===== config.mk =====
export PLATFORM = sky130hd
export DESIGN_NAME = double_ended_queue_flat
export DESIGN_NICKNAME = d
export VERILOG_FILES = /design/src/sv/dq_pkg.sv /design/src/sv/dq_if.sv /design/src/sv/dq_ram.sv /design/src/sv/dq_ctrl.sv /design/src/sv/dq_datapath.sv /design/src/sv/double_ended_queue.sv /design/src/flat_wrapper.sv
export SDC_FILE = /design/constraint.sdc
export NUM_CORES = 1
export LEC_CHECK = 0
export BUFFER_PORTS_ARGS = -buffer_cell sky130_fd_sc_hd__buf_2
export CAP_MARGIN = 20
export CORE_AREA = 5 5 294 296
export DETAILED_ROUTE_END_ITERATION = 8
export DIE_AREA = 0 0 299 301
export GPL_ROUTABILITY_DRIVEN = 0
export MAX_ROUTING_LAYER = met4
export PLACE_DENSITY = 0.4
export RECOVER_POWER = 50
export SYNTH_ARGS = -nofsm -noshare
export SYNTH_HDL_FRONTEND = slang
export SYNTH_SLANG_ARGS = --single-unit

===== constraint.sdc =====
create_clock -name clk -period 14.9 [get_ports clk]
set_clock_uncertainty 0.05 [all_clocks]
set_input_delay 1.49 -clock clk [delete_from_list [all_inputs] [get_ports clk]]
set_output_delay 1.49 -clock clk [all_outputs]
set_load 0.005 [all_outputs]

===== src/sv/dq_pkg.sv =====
`timescale 1ns / 1ps
// ----------------------------------------------------------------------------
// dq_pkg
// shared codes and controller/datapath handshake types for the deque block
// ----------------------------------------------------------------------------
package dq_pkg;

  typedef logic [2:0] action_t;
  typedef logic [1:0] status_t;

  localparam action_t ACT_PUSH_BACK  = 3'd0;
  localparam action_t ACT_PUSH_FRONT = 3'd1;
  localparam action_t ACT_POP_BACK   = 3'd2;
  localparam action_t ACT_POP_FRONT  = 3'd3;
  localparam action_t ACT_PEEK_FRONT = 3'd4;
  localparam action_t ACT_PEEK_BACK  = 3'd5;
  localparam action_t ACT_CLEAR      = 3'd6;

  localparam status_t ST_OK    = 2'd0;
  localparam status_t ST_EMPTY = 2'd1;
  localparam status_t ST_FULL  = 2'd2;

  // controller -> datapath
  typedef struct packed {
    logic capture;  // latch the request word
    logic exec;     // do the storage access and pointer update
    logic finish;   // load read data into the result register
  } cmd_t;

  // datapath -> controller
  typedef struct packed {
    logic need_read;  // latched request reads storage
  } stat_t;

endpackage


===== src/sv/dq_if.sv =====
`timescale 1ns / 1ps
// ----------------------------------------------------------------------------
// dq_req_if / dq_rsp_if
// valid/ready channels for deque requests and results
// ----------------------------------------------------------------------------
interface dq_req_if #(
  parameter int DATA_WIDTH = 32
);
  logic                  valid;
  logic                  ready;
  dq_pkg::action_t       action;
  logic [DATA_WIDTH-1:0] value;

  modport source (output valid, output action, output value, input ready);
  modport sink   (input valid, input action, input value, output ready);
endinterface

interface dq_rsp_if #(
  parameter int DATA_WIDTH  = 32,
  parameter int COUNT_WIDTH = 5
);
  logic                   valid;
  logic                   ready;
  logic [DATA_WIDTH-1:0]  data_out;
  dq_pkg::status_t        status;
  logic [COUNT_WIDTH-1:0] count;

  modport source (output valid, output data_out, output status, output count, input ready);
  modport sink   (input valid, input data_out, input status, input count, output ready);
endinterface


===== src/sv/dq_ram.sv =====
`timescale 1ns / 1ps
// ----------------------------------------------------------------------------
// dq_ram
// single-port ram with registered read
// ----------------------------------------------------------------------------
module dq_ram #(
  parameter int WIDTH = 32,
  parameter int DEPTH = 16
) (
  input  logic                     clk,
  input  logic                     we,
  input  logic [$clog2(DEPTH)-1:0] addr,
  input  logic [WIDTH-1:0]         wdata,
  output logic [WIDTH-1:0]         rdata
);

  logic [WIDTH-1:0] mem [DEPTH];

  always_ff @(posedge clk) begin
    if (we) begin
      mem[addr] <= wdata;
    end
    rdata <= mem[addr];
  end

endmodule


===== src/sv/dq_ctrl.sv =====
`timescale 1ns / 1ps
// ----------------------------------------------------------------------------
// dq_ctrl
// request sequencer: accept, execute, optional read wait, result hand-off
// ----------------------------------------------------------------------------
module dq_ctrl (
  input  logic          clk,
  input  logic          rst,
  input  logic          in_valid,
  output logic          in_ready,
  output logic          out_valid,
  input  logic          out_ready,
  input  dq_pkg::stat_t stat,
  output dq_pkg::cmd_t  cmd
);
  import dq_pkg::*;

  localparam logic [1:0] S_IDLE = 2'd0;
  localparam logic [1:0] S_EXEC = 2'd1;
  localparam logic [1:0] S_READ = 2'd2;

  logic [1:0] state;
  logic [1:0] state_next;
  logic       out_valid_next;

  // a new word is taken while idle, once the result register is free or being emptied
  assign in_ready = (state == S_IDLE) && (!out_valid || out_ready);

  always_comb begin
    state_next     = state;
    out_valid_next = out_valid && !out_ready;
    cmd            = '0;
    case (state)
      S_IDLE: begin
        if (in_valid && in_ready) begin
          cmd.capture = 1'b1;
          state_next  = S_EXEC;
        end
      end
      S_EXEC: begin
        cmd.exec = 1'b1;
        if (stat.need_read) begin
          state_next = S_READ;
        end else begin
          out_valid_next = 1'b1;
          state_next     = S_IDLE;
        end
      end
      S_READ: begin
        cmd.finish     = 1'b1;
        out_valid_next = 1'b1;
        state_next     = S_IDLE;
      end
      default: begin
        state_next = S_IDLE;
      end
    endcase
  end

  always_ff @(posedge clk) begin
    if (rst) begin
      state     <= S_IDLE;
      out_valid <= 1'b0;
    end else begin
      state     <= state_next;
      out_valid <= out_valid_next;
    end
  end

endmodule


===== src/sv/dq_datapath.sv =====
`timescale 1ns / 1ps
// ----------------------------------------------------------------------------
// dq_datapath
// ring pointers, storage ram and result register
// ----------------------------------------------------------------------------
module dq_datapath #(
  parameter int DEPTH      = 16,
  parameter int DATA_WIDTH = 32
) (
  input  logic                         clk,
  input  logic                         rst,
  input  dq_pkg::cmd_t                 cmd,
  output dq_pkg::stat_t                stat,
  input  dq_pkg::action_t              in_action,
  input  logic [DATA_WIDTH-1:0]        in_value,
  output logic [DATA_WIDTH-1:0]        out_data,
  output dq_pkg::status_t              out_status,
  output logic [$clog2(DEPTH+1)-1:0]   out_count
);
  import dq_pkg::*;

  localparam int AW = $clog2(DEPTH);
  localparam int CW = $clog2(DEPTH + 1);
  localparam logic [CW:0]   DEPTH_S = (CW + 1)'(DEPTH);
  localparam logic [CW-1:0] DEPTH_C = CW'(DEPTH);
  localparam logic [AW-1:0] LAST_A  = AW'(DEPTH - 1);

  logic [AW-1:0]         head;
  logic [AW-1:0]         head_next;
  logic [CW-1:0]         fill;
  logic [CW-1:0]         fill_next;
  action_t               req_action;
  logic [DATA_WIDTH-1:0] req_value;

  logic                  full;
  logic                  empty;
  logic                  ram_we;
  logic [AW-1:0]         ram_addr;
  logic [DATA_WIDTH-1:0] ram_rdata;
  status_t               status_next;
  logic                  need_read;

  logic [AW-1:0] pos_tail;   // slot after the back element
  logic [AW-1:0] pos_back;   // back element
  logic [AW-1:0] pos_second; // slot after the head
  logic [AW-1:0] pos_prev;   // slot before the head

  function automatic logic [AW-1:0] ring_add(input logic [AW-1:0] base,
                                             input logic [CW-1:0] off);
    logic [CW:0] sum;
    sum = (CW + 1)'(base) + (CW + 1)'(off);
    if (sum >= DEPTH_S) begin
      sum = sum - DEPTH_S;
    end
    return sum[AW-1:0];
  endfunction

  assign full       = (fill == DEPTH_C);
  assign empty      = (fill == '0);
  assign pos_tail   = ring_add(head, fill);
  assign pos_back   = ring_add(head, fill - CW'(1));
  assign pos_second = ring_add(head, CW'(1));
  assign pos_prev   = (head == '0) ? LAST_A : head - AW'(1);

  always_comb begin
    head_next   = head;
    fill_next   = fill;
    ram_we      = 1'b0;
    ram_addr    = head;
    status_next = ST_OK;
    need_read   = 1'b0;
    case (req_action)
      ACT_PUSH_BACK: begin
        ram_addr = pos_tail;
        if (full) begin
          status_next = ST_FULL;
        end else begin
          ram_we    = 1'b1;
          fill_next = fill + CW'(1);
        end
      end
      ACT_PUSH_FRONT: begin
        ram_addr = pos_prev;
        if (full) begin
          status_next = ST_FULL;
        end else begin
          ram_we    = 1'b1;
          head_next = pos_prev;
          fill_next = fill + CW'(1);
        end
      end
      ACT_POP_BACK, ACT_PEEK_BACK: begin
        ram_addr = pos_back;
        if (empty) begin
          status_next = ST_EMPTY;
        end else begin
          need_read = 1'b1;
          if (req_action == ACT_POP_BACK) begin
            fill_next = fill - CW'(1);
          end
        end
      end
      ACT_POP_FRONT, ACT_PEEK_FRONT: begin
        ram_addr = head;
        if (empty) begin
          status_next = ST_EMPTY;
        end else begin
          need_read = 1'b1;
          if (req_action == ACT_POP_FRONT) begin
            head_next = pos_second;
            fill_next = fill - CW'(1);
          end
        end
      end
      ACT_CLEAR: begin
        head_next = '0;
        fill_next = '0;
      end
      default: begin
      end
    endcase
  end

  assign stat.need_read = need_read;

  dq_ram #(
    .WIDTH (DATA_WIDTH),
    .DEPTH (DEPTH)
  ) u_ram (
    .clk   (clk),
    .we    (cmd.exec && ram_we),
    .addr  (ram_addr),
    .wdata (req_value),
    .rdata (ram_rdata)
  );

  always_ff @(posedge clk) begin
    if (rst) begin
      head <= '0;
      fill <= '0;
    end else if (cmd.exec) begin
      head <= head_next;
      fill <= fill_next;
    end
  end

  always_ff @(posedge clk) begin
    if (cmd.capture) begin
      req_action <= in_action;
      req_value  <= in_value;
    end
    if (cmd.exec) begin
      out_data   <= '0;
      out_status <= status_next;
      out_count  <= fill_next;
    end
    if (cmd.finish) begin
      out_data <= ram_rdata;
    end
  end

endmodule


===== src/sv/double_ended_queue.sv =====
`timescale 1ns / 1ps
// ----------------------------------------------------------------------------
// double_ended_queue
// fixed-capacity deque kept as a ring buffer in a single-port ram
// ----------------------------------------------------------------------------
// Each request word carries an action (push back, push front, pop back, pop
// front, peek front, peek back, clear) and a value used only by pushes, and
// produces exactly one result word: the popped or peeked element (zero
// otherwise), a status (ok, empty on pop/peek, full on push) and the number
// of elements held afterwards. A request is accepted, then executed with the
// ram access and pointer update; one that reads storage (pop or peek) then
// waits for the registered ram read, while pushes, clear, errors and the
// unused action code do not. The single ram port and the one request in
// flight set this sequence. The result sits in an output register; the next
// request is accepted in the same cycle the previous result is taken. No
// clearing pass is needed after reset: only occupied slots are ever read,
// and each was written first.
// ----------------------------------------------------------------------------
module double_ended_queue #(
  parameter int DEPTH      = 16,
  parameter int DATA_WIDTH = 32
) (
  input  logic     clk,
  input  logic     rst,
  dq_req_if.sink   req,
  dq_rsp_if.source rsp
);
  import dq_pkg::*;

  cmd_t  cmd;
  stat_t stat;

  // sequencing: accept -> exec -> (read wait) -> result valid
  dq_ctrl u_ctrl (
    .clk       (clk),
    .rst       (rst),
    .in_valid  (req.valid),
    .in_ready  (req.ready),
    .out_valid (rsp.valid),
    .out_ready (rsp.ready),
    .stat      (stat),
    .cmd       (cmd)
  );

  // head pointer, fill count, storage and the result register
  dq_datapath #(
    .DEPTH      (DEPTH),
    .DATA_WIDTH (DATA_WIDTH)
  ) u_datapath (
    .clk        (clk),
    .rst        (rst),
    .cmd        (cmd),
    .stat       (stat),
    .in_action  (req.action),
    .in_value   (req.value),
    .out_data   (rsp.data_out),
    .out_status (rsp.status),
    .out_count  (rsp.count)
  );

endmodule


===== src/flat_wrapper.sv =====
// flat-port wrapper written by rule: the top's interface ports become plain ports
module double_ended_queue_flat import dq_pkg::*;
#(
  parameter int DEPTH      = 16,
  parameter int DATA_WIDTH = 32
)
  (clk, rst, req_valid, req_action, req_value, req_ready, rsp_valid, rsp_data_out, rsp_status, rsp_count, rsp_ready);
  dq_req_if #(.DATA_WIDTH(DATA_WIDTH)) req_i ();
  dq_rsp_if #(.DATA_WIDTH(DATA_WIDTH), .COUNT_WIDTH(5)) rsp_i ();
  input  logic clk;
  input  logic rst;
  input wire logic [$bits(req_i.valid)-1:0] req_valid;
  input wire logic [$bits(req_i.action)-1:0] req_action;
  input wire logic [$bits(req_i.value)-1:0] req_value;
  output wire logic [$bits(req_i.ready)-1:0] req_ready;
  output wire logic [$bits(rsp_i.valid)-1:0] rsp_valid;
  output wire logic [$bits(rsp_i.data_out)-1:0] rsp_data_out;
  output wire logic [$bits(rsp_i.status)-1:0] rsp_status;
  output wire logic [$bits(rsp_i.count)-1:0] rsp_count;
  input wire logic [$bits(rsp_i.ready)-1:0] rsp_ready;
  assign req_i.valid = req_valid;
  assign req_i.action = req_action;
  assign req_i.value = req_value;
  assign req_ready = req_i.ready;
  assign rsp_valid = rsp_i.valid;
  assign rsp_data_out = rsp_i.data_out;
  assign rsp_status = rsp_i.status;
  assign rsp_count = rsp_i.count;
  assign rsp_i.ready = rsp_ready;
  double_ended_queue #(.DEPTH(DEPTH), .DATA_WIDTH(DATA_WIDTH)) u_core (.clk(clk), .rst(rst), .req(req_i), .rsp(rsp_i));
endmodule

; ---- Yosys cells after proc, flatten, opt, wreduce, memory -nomap -nowiden
; Memory sizes are Yosys's and may differ from the RTL's. A register that Yosys moved wholly into a read port is not among the register bits.
; Index checks and enable logic that the tools add are counted.
; W data, S select, Z words.
[word_totals]
latchBits = 0
word_cells = 88
reg_bits = 86
memories = 1
mem_bits_rw = 512
output_inout_bits = 41
mem_bits_ro = 0
[classes]
n_mul = 0
n_lt_le_gt_ge = 3
n_reduce_logical = 18
shifts = 0
eq_ne = 13
mux = 35
div_mod_pow = 0
add_sub_neg = 9
n_bitwise = 0
[mem_list]
columns = memory, words, word_bits, read_ports, rd_clocked_by_memory_dff, wr, line_no
row1 = u_core.u_datapath.u_ram.mem, 16, 32, 1, 1, 1, dq_ram.sv:17  ; logic [WIDTH-1:0] mem [DEPTH];
[ops]
columns = operator, count
row1 = $mux W32, 2
row2 = $mux W4, 7
row3 = $mux W5, 5
row4 = $pmux W4 S3, 2
row5 = $pmux W5 S4, 1
row6 = $sub A4 B1 Y4 const B, 4
row7 = $add A4 B5 Y6, 2
row8 = $ge A6 B5 Y1 const B, 2
row9 = $mux W1, 12
row10 = $eq A3 B3 Y1 const B, 3
row11 = $pmux W2 S2, 2
row12 = $eq A3 B2 Y1 const B, 2
row13 = $mux W2, 3
row14 = $ne A2 B2 Y1 const B, 3
row15 = $reduce_or A2 Y1, 3
row16 = $add A4 B1 Y5 const B, 1
row17 = $add A5 B1 Y5 const B, 1
row18 = $eq A5 B5 Y1 const B, 1
row19 = $ge A5 B5 Y1 const B, 1
row20 = $logic_not A5 Y1, 1
row21 = $reduce_and A5 Y1, 1
row22 = $sub A5 B1 Y5 const B, 1
row23 = $logic_and A1 B1 Y1, 4
row24 = $logic_not A4 Y1, 1
row25 = other kinds (12), 13

; ---- Depth between registers and ports, before layout
; Gate-level depths: netlist of run 1.
[depth]
word_depth = 6
depth_mapped = 18

; ---- By module
; A second synthesis of run 1 with hierarchy kept.
[hier_totals]
cells_unflattened = 1171
area_unflattened_um2 = 23995.5
[modules_own_cells]
columns = module, area_each_um2, cells_per_inst, seq_area_each_um2, instances
row1 = dq_ram, 19862.8, 840, 16015.4, 1
row2 = dq_datapath, 3928.8, 309, 2402.3, 1
row3 = dq_ctrl, 203.9, 22, 60.1, 1

; ---- Worst setup path after synthesis of run 1
; Ideal clock, no wire load.
[synth_path]
path_kind = register to register
startpoint = register u_core.u_datapath.req_action[1]
endpoint = memory u_core.u_datapath.u_ram.mem[10][0], enable pin
setup_ns = 0.461
path_slack_ns = 9.073
t_required_ns = 14.389
period_less_slack_ns = 5.827
t_arrival_ns = 5.315
stages_incl_launch_ff = 16
path_cell_list = edfxtp_1 > buf_2 > clkbuf_1 > nand2_1 > o22ai_1 > xnor2_1 > ha_1 > inv_1 > fa_1 > mux2_2 > o32ai_4 > nor2_1 > buf_2 > buf_4 > buf_2 > nor3_1
[synth_via]
elab_chain_len = 6
word_cells_on_any_way = 11
cone_classes = 3 x eq/ne / 4 x mux / 4 x reduce/logical
[synth_rtl]
columns = item, line_no
row1 = from (decl), dq_datapath.sv:32  ; action_t req_action;
row2 = from (signal assigned), dq_datapath.sv:149  ; req_action <= in_action;
row3 = $eq A3 B1 Y1 / $logic_not A3 Y1 (equally long branches), dq_datapath.sv:72  ; case (req_action)
row4 = $reduce_or A2 Y1 (no line), --
row5 = $mux W1, --
row6 = $logic_and A1 B1 Y1, dq_datapath.sv:131  ; .we (cmd.exec && ram_we),
row7 = $mux W1, dq_ram.sv:20  ; if (we) begin
row8 = $mux W1 (implied by the code), dq_ram.sv:21  ; mem[addr] <= wdata;
row9 = to (decl), dq_ram.sv:17
; Parallel ways exist; a longest one is shown, timed or not.

; ---- Worst setup path after layout of run 1
[layout_path]
startpoint = register u_core.u_datapath.req_action[2]
endpoint = memory u_core.u_datapath.u_ram.mem[2][3], enable pin
; The elaborated chain is that of the path after synthesis.

==> summary.txt, run 1 <==
Yosys
  – Commonest cells post-synth: 586 x edfxtp_1, 204 x a21oi_1, 121 x nor2_1
  – Synth warn: 0
  – Post-synth top area cell: edfxtp_1
  – Seq/Total Area, Yosys: 74.3%
  – Most common cell in the netlist: edfxtp_1
  – Top cell type's share of synthesized area: 70.8%
  – Cells after synthesis: 1751
  – Seq cells post-synth: 630
  – Post-synth ARST share: 0%
  – Synth Flop Type: edfxtp_1
  – Syn_nets: 1803
  – Count of cell types in the netlist: 60
  – Top cells by area, synth: edfxtp_1 71%, a21oi_1 4.1%, dfxtp_1 3.5%, o31ai_1 1.9%, o211ai_1 1.9%
  – EDFF count, synth: 586
  – Mapped Area: 0.0249 mm2
  – Avg Cell Area, Syn: 14.2 um2

Clock network
  – Clock slew at reported path FFs: 0.05 ns
  – Clock Latency Late Sink: 0.62 ns
  – Post-CTS Resized: 0
  – Clk sinks: 630
  – H-tree depth: 3
  – Longest Clk Path Bufs: 3
  – Setup Fix Bufs, Post-CTS: 0
  – Hold_buf cts: 0
  – Root Driver: clkbuf_16
  – TritonCTS clock tree: done
  – TritonCTS buffer count: 73

Critical path
  – Data arrival, critical path: 6.05 ns
  – CP endpoint kind: flop
  – Worst setup SP type: flop
  – Critical Path RT: 15.13 ns
  – Crit Path Category: reg -> reg
  – CP Max Fanout: 69

Routing
  – WL/cell: 24.3 um
  – Initial DRC Count: 1153
  – DR vias/cell: 5.14
  – Routed vias: 15100
  – Drt first pass iters: 5
  – # DRC: 0
  – Final wirelength: 71300 um
  – Post-route ant nets: 0

Floorplan
  – Die Ht: 301 um
  – Die width: 299 um
  – Core box area: 0.0833 mm2
  – DIE AREA: 0.0900 mm2
  – Initial Utilization: 29.9%
  – FP Rows: 106
  – Io pins: 80

Power
  – Pwr dens: 155 mW/mm2
  – Worst VDD drop: 0.0800 mV
  – Leak pwr: 9.23 nW

Timing
  – Post-layout min period: 5.82 ns
  – Max_slew headroom: -105%
  – Pins over their slew limit: 70
  – Max Freq: 172 MHz
  – Final hold violations: 0
  – Final setup viols: 0
  – Fin Setup TNS: 0 ns
  – Tcrit/Tclk final: 39.1%
  – Worst slew pin tran: 3.08 ns
  – RSZ-0062 raised after global routing: no

Global route
  – Initial antenna violation count: 2
  – Met2 Use GR: 25.6%
  – First-pass GRT wire length: 106000 um
  – Largest net degree at the start of global routing: 101
  – Grt ovf: 0
  – GRT Util Overall: 16.0%
  – Global routing's busiest layer: met2
  – Met3 Track Usage GR: 2.39%
  – Vias in the first global route: 15300
  – Met1 global-route usage: 21.8%

Finish
  – Core Util, Final: 34.6%
  – Ant. Diodes: 0
  – Area Growth Syn to Fin: 15.7%
  – Layout cells sized above 1: 13.3%
  – Nets: 1849

Status
  – Failing checks: capacitance limit, slew limit
  – Status: complete, but fails checks

Run
  – Maxcap violations: 2

Hold path
  – Hold/Removal Path Class: reg -> reg

Place
  – I/O Buffers: 79
  – HPWL Detailed: 36900 um
[metrics by stage]
step / setup slack [ns] / area, um2 / power (mW) / hold WS, ns / std cells
after global placement: 9.13 / 26300 / 2.70 / 0.415 / 2801
final: 9.08 / 28800 / 4.45 / 0.436 / 2938
after global routing: 8.61 / 28800 / 4.66 / 0.468 / 2938
after detailed placement: 9.05 / 26300 / 2.69 / 0.433 / 2801
after CTS: 8.99 / 28800 / 4.52 / 0.441 / 2937
after floorplan: 9.07 / 24900 / 2.47 / 0.404 / 1751
[layout by cell type, fill, tap and decap left out, drive strengths merged, types with 12 or more instances in the layout]
cell type and n:
o211ai 63, o31ai 64, ha 12, clkinv 15, and2 35, o21ai 103
nand2 100, clkbuf 116, dfxtp 44, inv 17, nor3 19, o22ai 65
buf 108, o311ai 31, edfxtp 586, a21oi 205, nor2 121, or3 32
a221oi 35
[final cells by class]
type                    count  area (um2)
clock buffers             109        2090
clock inverters            27         339
multi-input cells         962        5790
well taps                1080        1350
fillers                  8095       54500
flip-flops and latches    630       18500
inverters                  15        56.3
repair buffers            115         672
[state kept, by name, indices dropped and copies added, names as in the netlist]
signal,cells
u_core.u_datapath.u_ram.mem,512
u_core.u_datapath.out_data,32
u_core.u_datapath.req_value,32
u_core.u_datapath.u_ram.rdata,32
u_core.u_datapath.fill,5
u_core.u_datapath.out_count,5
u_core.u_datapath.head,4
u_core.u_datapath.req_action,3
u_core.u_ctrl.state,2
u_core.u_datapath.out_status,2
u_core.u_ctrl.out_valid,1
[power by group]
part | leakage, nW | switching (mW) | total, mW | internal (mW)
combinational | 2.37 | 0.401 | 0.573 | 0.171
sequential | 5.68 | 0.0598 | 2.07 | 2.01
clock | 1.17 | 0.722 | 1.81 | 1.08
[metal layers]
| metal | vias up | share of wire, % | wire length, um |
|---|---|---|---|
| li1 | 6914 | - | - |
| met1 | 7763 | 47 | 33300 |
| met2 | 333 | 48 | 33900 |
| met3 | 89 | 3.5 | 2490 |
| met4 | 0 | 2.2 | 1570 |
| met5 | - | 0 | 0 |
[cell families (layout without fill, tap and decap cells)]
group                    count (synthesis)  in the layout  share of synthesized area [%]
AO/OA/AOI/OAI                          592            592                           15.0
adder cells (fa/ha/maj)                 13             13                          0.684
flip-flops                             630            630                           74.3
multiplexers                             9              9                          0.372
AND/OR/NAND/NOR                        341            341                           6.38
XOR/XNOR                                 7              7                          0.247
buffers and inverters                  159            266                           3.05
[path summary, 6_finish.rpt]
check                                       startpoint                                     endpoint  slack (ns)  cells past startpoint
min reg2reg        u_core.u_ctrl.state[0]$_SDFFE_PP0P_          u_core.u_ctrl.state[0]$_SDFFE_PP0P_        0.44                      2
max          u_core.u_datapath.req_action[2]$_DFFE_PP_  u_core.u_datapath.u_ram.mem[2][3]$_DFFE_PP_        9.08                     14
min                u_core.u_ctrl.state[0]$_SDFFE_PP0P_          u_core.u_ctrl.state[0]$_SDFFE_PP0P_        0.44                      2
max reg2reg  u_core.u_datapath.req_action[2]$_DFFE_PP_  u_core.u_datapath.u_ram.mem[2][3]$_DFFE_PP_        9.08                     14
[worst max-delay path, cell delays in order, from the launching register on]
cell      delay, ns
edfxtp_1       0.81
nand2_1        0.26
o22ai_1        0.30
xnor2_1        0.16
ha_1           0.19
inv_1          0.06
fa_1           0.40
xnor2_1        0.23
a21oi_1        0.10
o211a_1        0.26
a31oi_4        0.40
buf_4          0.69
buf_4          0.82
nor3_2         0.24
buf_4          0.38
(Power assumes the default switching activity.)
==> run 2, diff against run 1 <==
--- a/config.mk
+++ b/config.mk
@@ -5,11 +5,12 @@
 export SDC_FILE = /design/constraint.sdc
 export NUM_CORES = 1
 export LEC_CHECK = 0
+export ABC_AREA = 1
 export BUFFER_PORTS_ARGS = -buffer_cell sky130_fd_sc_hd__buf_2
 export CAP_MARGIN = 20
-export CORE_AREA = 5 5 294 296
+export CORE_AREA = 5 5 305 307
 export DETAILED_ROUTE_END_ITERATION = 8
-export DIE_AREA = 0 0 299 301
+export DIE_AREA = 0 0 310 312
 export GPL_ROUTABILITY_DRIVEN = 0
 export MAX_ROUTING_LAYER = met4
 export PLACE_DENSITY = 0.4
==> constraint.sdc (replaced) <==
create_clock -name clk -period 5.5 [get_ports clk]
set_clock_uncertainty 0.05 [all_clocks]
set_input_delay 0.55 -clock clk [delete_from_list [all_inputs] [get_ports clk]]
set_output_delay 0.55 -clock clk [all_outputs]
set_load 0.005 [all_outputs]
==> summary.txt, run 2 <==
Status
  – Status: complete, but fails checks
  – Failing checks: capacitance limit, slew limit

Finish
  – Register area: 0.0185 mm2
  – Biggest register: u_core.u_datapath.u_ram.mem
  – Commonest non-fill, non-tap cell in the layout: nand2_1
  – Filler instances: 9035
  – Footprint of the multi-input gates: 0.00740 mm2
  – Max FFs per register: 512
  – Nets: 2635
  – Area Growth Syn to Fin: 15.6%
  – Ant. Diodes: 0
  – Layout cells sized above 1: 9.22%
  – Leading cell types in the layout, fill and taps excluded: 1269 x nand2_1, 586 x edfxtp_1, 259 x nand4_1

Power
  – Worst VDD drop: 0.268 mV
  – Leak pwr: 12.5 nW
  – P_int: 10.1 mW
  – Combinational share of power: 29.7%
  – NetSw: 5.76 mW
  – Pwr dens: 511 mW/mm2
  – Sw frac: 36.4%
  – Clock Power Share: 30.6%
  – Sequential Power Share: 39.7%

Timing
  – Post-layout min period: 4.41 ns
  – Max_slew headroom: -75.1%
  – Pins over their slew limit: 34
  – Fin Setup TNS: 0 ns
  – Tcrit/Tclk final: 80.2%
  – Worst slew pin tran: 2.63 ns
  – Final hold slack: 0.0639 ns
  – Final setup viols: 0
  – RSZ-0062 raised after global routing: no
  – Max Freq: 227 MHz
  – Final hold violations: 0

Yosys
  – Mapped Area: 0.0268 mm2
  – Post-synth ARST share: 0%
  – Top cells by area, synth: edfxtp_1 66%, nand2_1 18%, nand4_1 6.0%, dfxtp_1 3.3%, buf_2 2.1%
  – Synth Flop Type: edfxtp_1
  – Most common cell in the netlist: nand2_1
  – Top cell type's share of synthesized area: 65.6%
  – Post-synth top area cell: edfxtp_1
  – EDFF count, synth: 586
  – Seq cells post-synth: 630
  – Seq/Total Area, Yosys: 68.9%
  – Syn_nets: 2596
  – Count of cell types in the netlist: 33
  – Synth warn: 0
  – Avg Cell Area, Syn: 10.5 um2
  – Commonest cells post-synth: 1270 x nand2_1, 586 x edfxtp_1, 259 x nand4_1
  – Cells after synthesis: 2544

Global route
  – GRT Util Overall: 16.9%
  – Largest net degree at the start of global routing: 107
  – Initial antenna violation count: 1
  – Vias in the first global route: 18900
  – First-pass GRT wire length: 122000 um
  – Grt ovf: 0

Critical path
  – Crit path cell chain: inv_2 > nand3_1 > nand2_2 > xor2_1 > ha_1 > inv_1 > fa_1 > inv_1 > nand2_1 > nand3_1 > o21ai_4 > buf_4 > nand3_1 > nor2_4 > buf_12
  – Critical Path RT: 5.76 ns
  – Crit Path Category: reg -> reg
  – Data arrival, critical path: 4.67 ns
  – CP Max Fanout: 38
  – CP peak stage delay: 0.66 ns
  – Capturing point of the worst reg2reg path: u_core.u_datapath.u_ram.mem[1][10]$_DFFE_PP_
  – Critical-path top delay cell: nor2_4
  – Worst setup SP type: flop
  – RR Startpoint: u_core.u_datapath.req_action[2]$_DFFE_PP_
  – R2R cell count: 15
  – Most used cell, CP: nand3_1
  – FF-to-FF setup slack: 1.09 ns
  – CP endpoint kind: flop

Floorplan
  – FP Rows: 110
  – Die width: 310 um
  – Initial Utilization: 29.9%
  – Core box area: 0.0897 mm2
  – Die Ht: 312 um
  – DIE AREA: 0.0967 mm2
  – Io pins: 80

Clock network
  – Hold_buf cts: 0
  – Longest Clk Path Bufs: 3
  – TritonCTS clock tree: done
  – TritonCTS buffer count: 76
  – Clock slew at reported path FFs: 0.06 ns
  – Root Driver: clkbuf_16
  – H-tree depth: 3
  – Post-CTS Resized: 0
  – Setup Fix Bufs, Post-CTS: 0
  – Clk sinks: 630
  – Clock Latency Late Sink: 0.61 ns

Routing
  – WL/cell: 20.9 um
  – Initial DRC Count: 1185
  – # DRC: 0
  – DR vias/cell: 4.81
  – Final wirelength: 80000 um
  – Drt first pass iters: 5
  – Routed vias: 18400
  – Post-route ant nets: 0

Hold path
  – Min-delay src: req_value[22]
  – Hold/Removal Path Class: in -> reg
  – Hold depth: 1
  – Min-Delay Endpoint: u_core.u_datapath.req_value[22]$_DFFE_PP_

Place
  – I/O Buffers: 79
  – HPWL Detailed: 43100 um

Run
  – Maxcap violations: 1
-- run 2: cell types whose count changed after synthesis, sizes merged, moves of 31 or more --
cell and delta:
a21oi -190, nand4 +258, o21ai -79, o22ai -64, and2 -35, o311ai -31, a221oi -35, o211ai -62
inv +65, o31ai -63, nor2 -85, buf +52, or3 -32, nand2 +1176
-- run 2: cell type report --
| cell class | count | area share, % |
|---|---|---|
| Sequential cell | 630 | 59.6 |
| Tap cell | 1176 | 4.75 |
| Clock buffer | 105 | 6.82 |
| Clock inverter | 35 | 0.961 |
| Inverter | 80 | 0.977 |
| Timing Repair Buffer | 128 | 2.97 |
| Multi-Input combinational cell | 1667 | 23.9 |
-- run 2: worst max-delay path, delay by kind of cell (launching register included) --
| kind | cells | cell delay (ns) |
|---|---|---|
| simple gates | 6 | 1.54 |
| flops | 1 | 0.49 |
| xor+xnor | 1 | 0.19 |
| fa+ha+maj | 2 | 0.69 |
| compound gates | 1 | 0.13 |
| buf+inv | 5 | 1.01 |
-- run 2: metrics by stage --
stage          cells  worst slack (ns)  area [um2]  power [mW]  utilization (%)
6_report        3821              1.09       31000        15.8             34.5
4_1_cts         3821              1.01       31000        16.1             34.6
2_1_floorplan   2544              1.15       26800        9.44                -
3_3_place_gp    3681              1.08       28600        11.2             31.9
3_5_place_dp    3681              1.03       28600        11.2             31.9
5_1_grt         3821             0.783       31000        16.9             34.5
-- run 2: cells by family after synthesis --
logic type / synth area share [%]
buffers and inverters: 4.15
flip-flops: 68.9
adder cells (fa/ha/maj): 0.635
AO/OA/AOI/OAI: 1.01
XOR/XNOR: 0.163
AND/OR/NAND/NOR: 25.1
-- run 2: per-layer routing --
layer	routed length (um)	global-route usage [%]	up-vias
li1	-	-	8772
met1	37200	23.0	9158
met2	38100	27.2	356
met3	2960	2.32	112
met4	1740	3.93	0
met5	0	-	-
-- run 2: power groups by stage --
stage	clock network, mW	logic, mW	registers [mW]
CTS	5.00	4.82	6.30
finish	4.85	4.70	6.29
global placement	0	4.80	6.39
global route	5.20	5.35	6.35
floorplan	0	3.23	6.21
detailed placement	0	4.80	6.39
-- run 2: worst max path at each step --
stage                     slack (ns)                                      endpoint                                 startpoint  cells past startpoint
after CTS                       1.01  u_core.u_datapath.u_ram.mem[13][3]$_DFFE_PP_  u_core.u_datapath.req_action[2]$_DFFE_PP_                     15
after detailed placement        1.03   u_core.u_datapath.u_ram.mem[1][9]$_DFFE_PP_  u_core.u_datapath.req_action[2]$_DFFE_PP_                     15
after global placement          1.08  u_core.u_datapath.u_ram.mem[13][9]$_DFFE_PP_  u_core.u_datapath.req_action[2]$_DFFE_PP_                     15
final                           1.09  u_core.u_datapath.u_ram.mem[1][10]$_DFFE_PP_  u_core.u_datapath.req_action[2]$_DFFE_PP_                     15
after global routing            0.78  u_core.u_datapath.u_ram.mem[13][3]$_DFFE_PP_  u_core.u_datapath.req_action[2]$_DFFE_PP_                     15
after floorplan                 1.15  u_core.u_datapath.u_ram.mem[10][0]$_DFFE_PP_  u_core.u_datapath.req_action[2]$_DFFE_PP_                     16
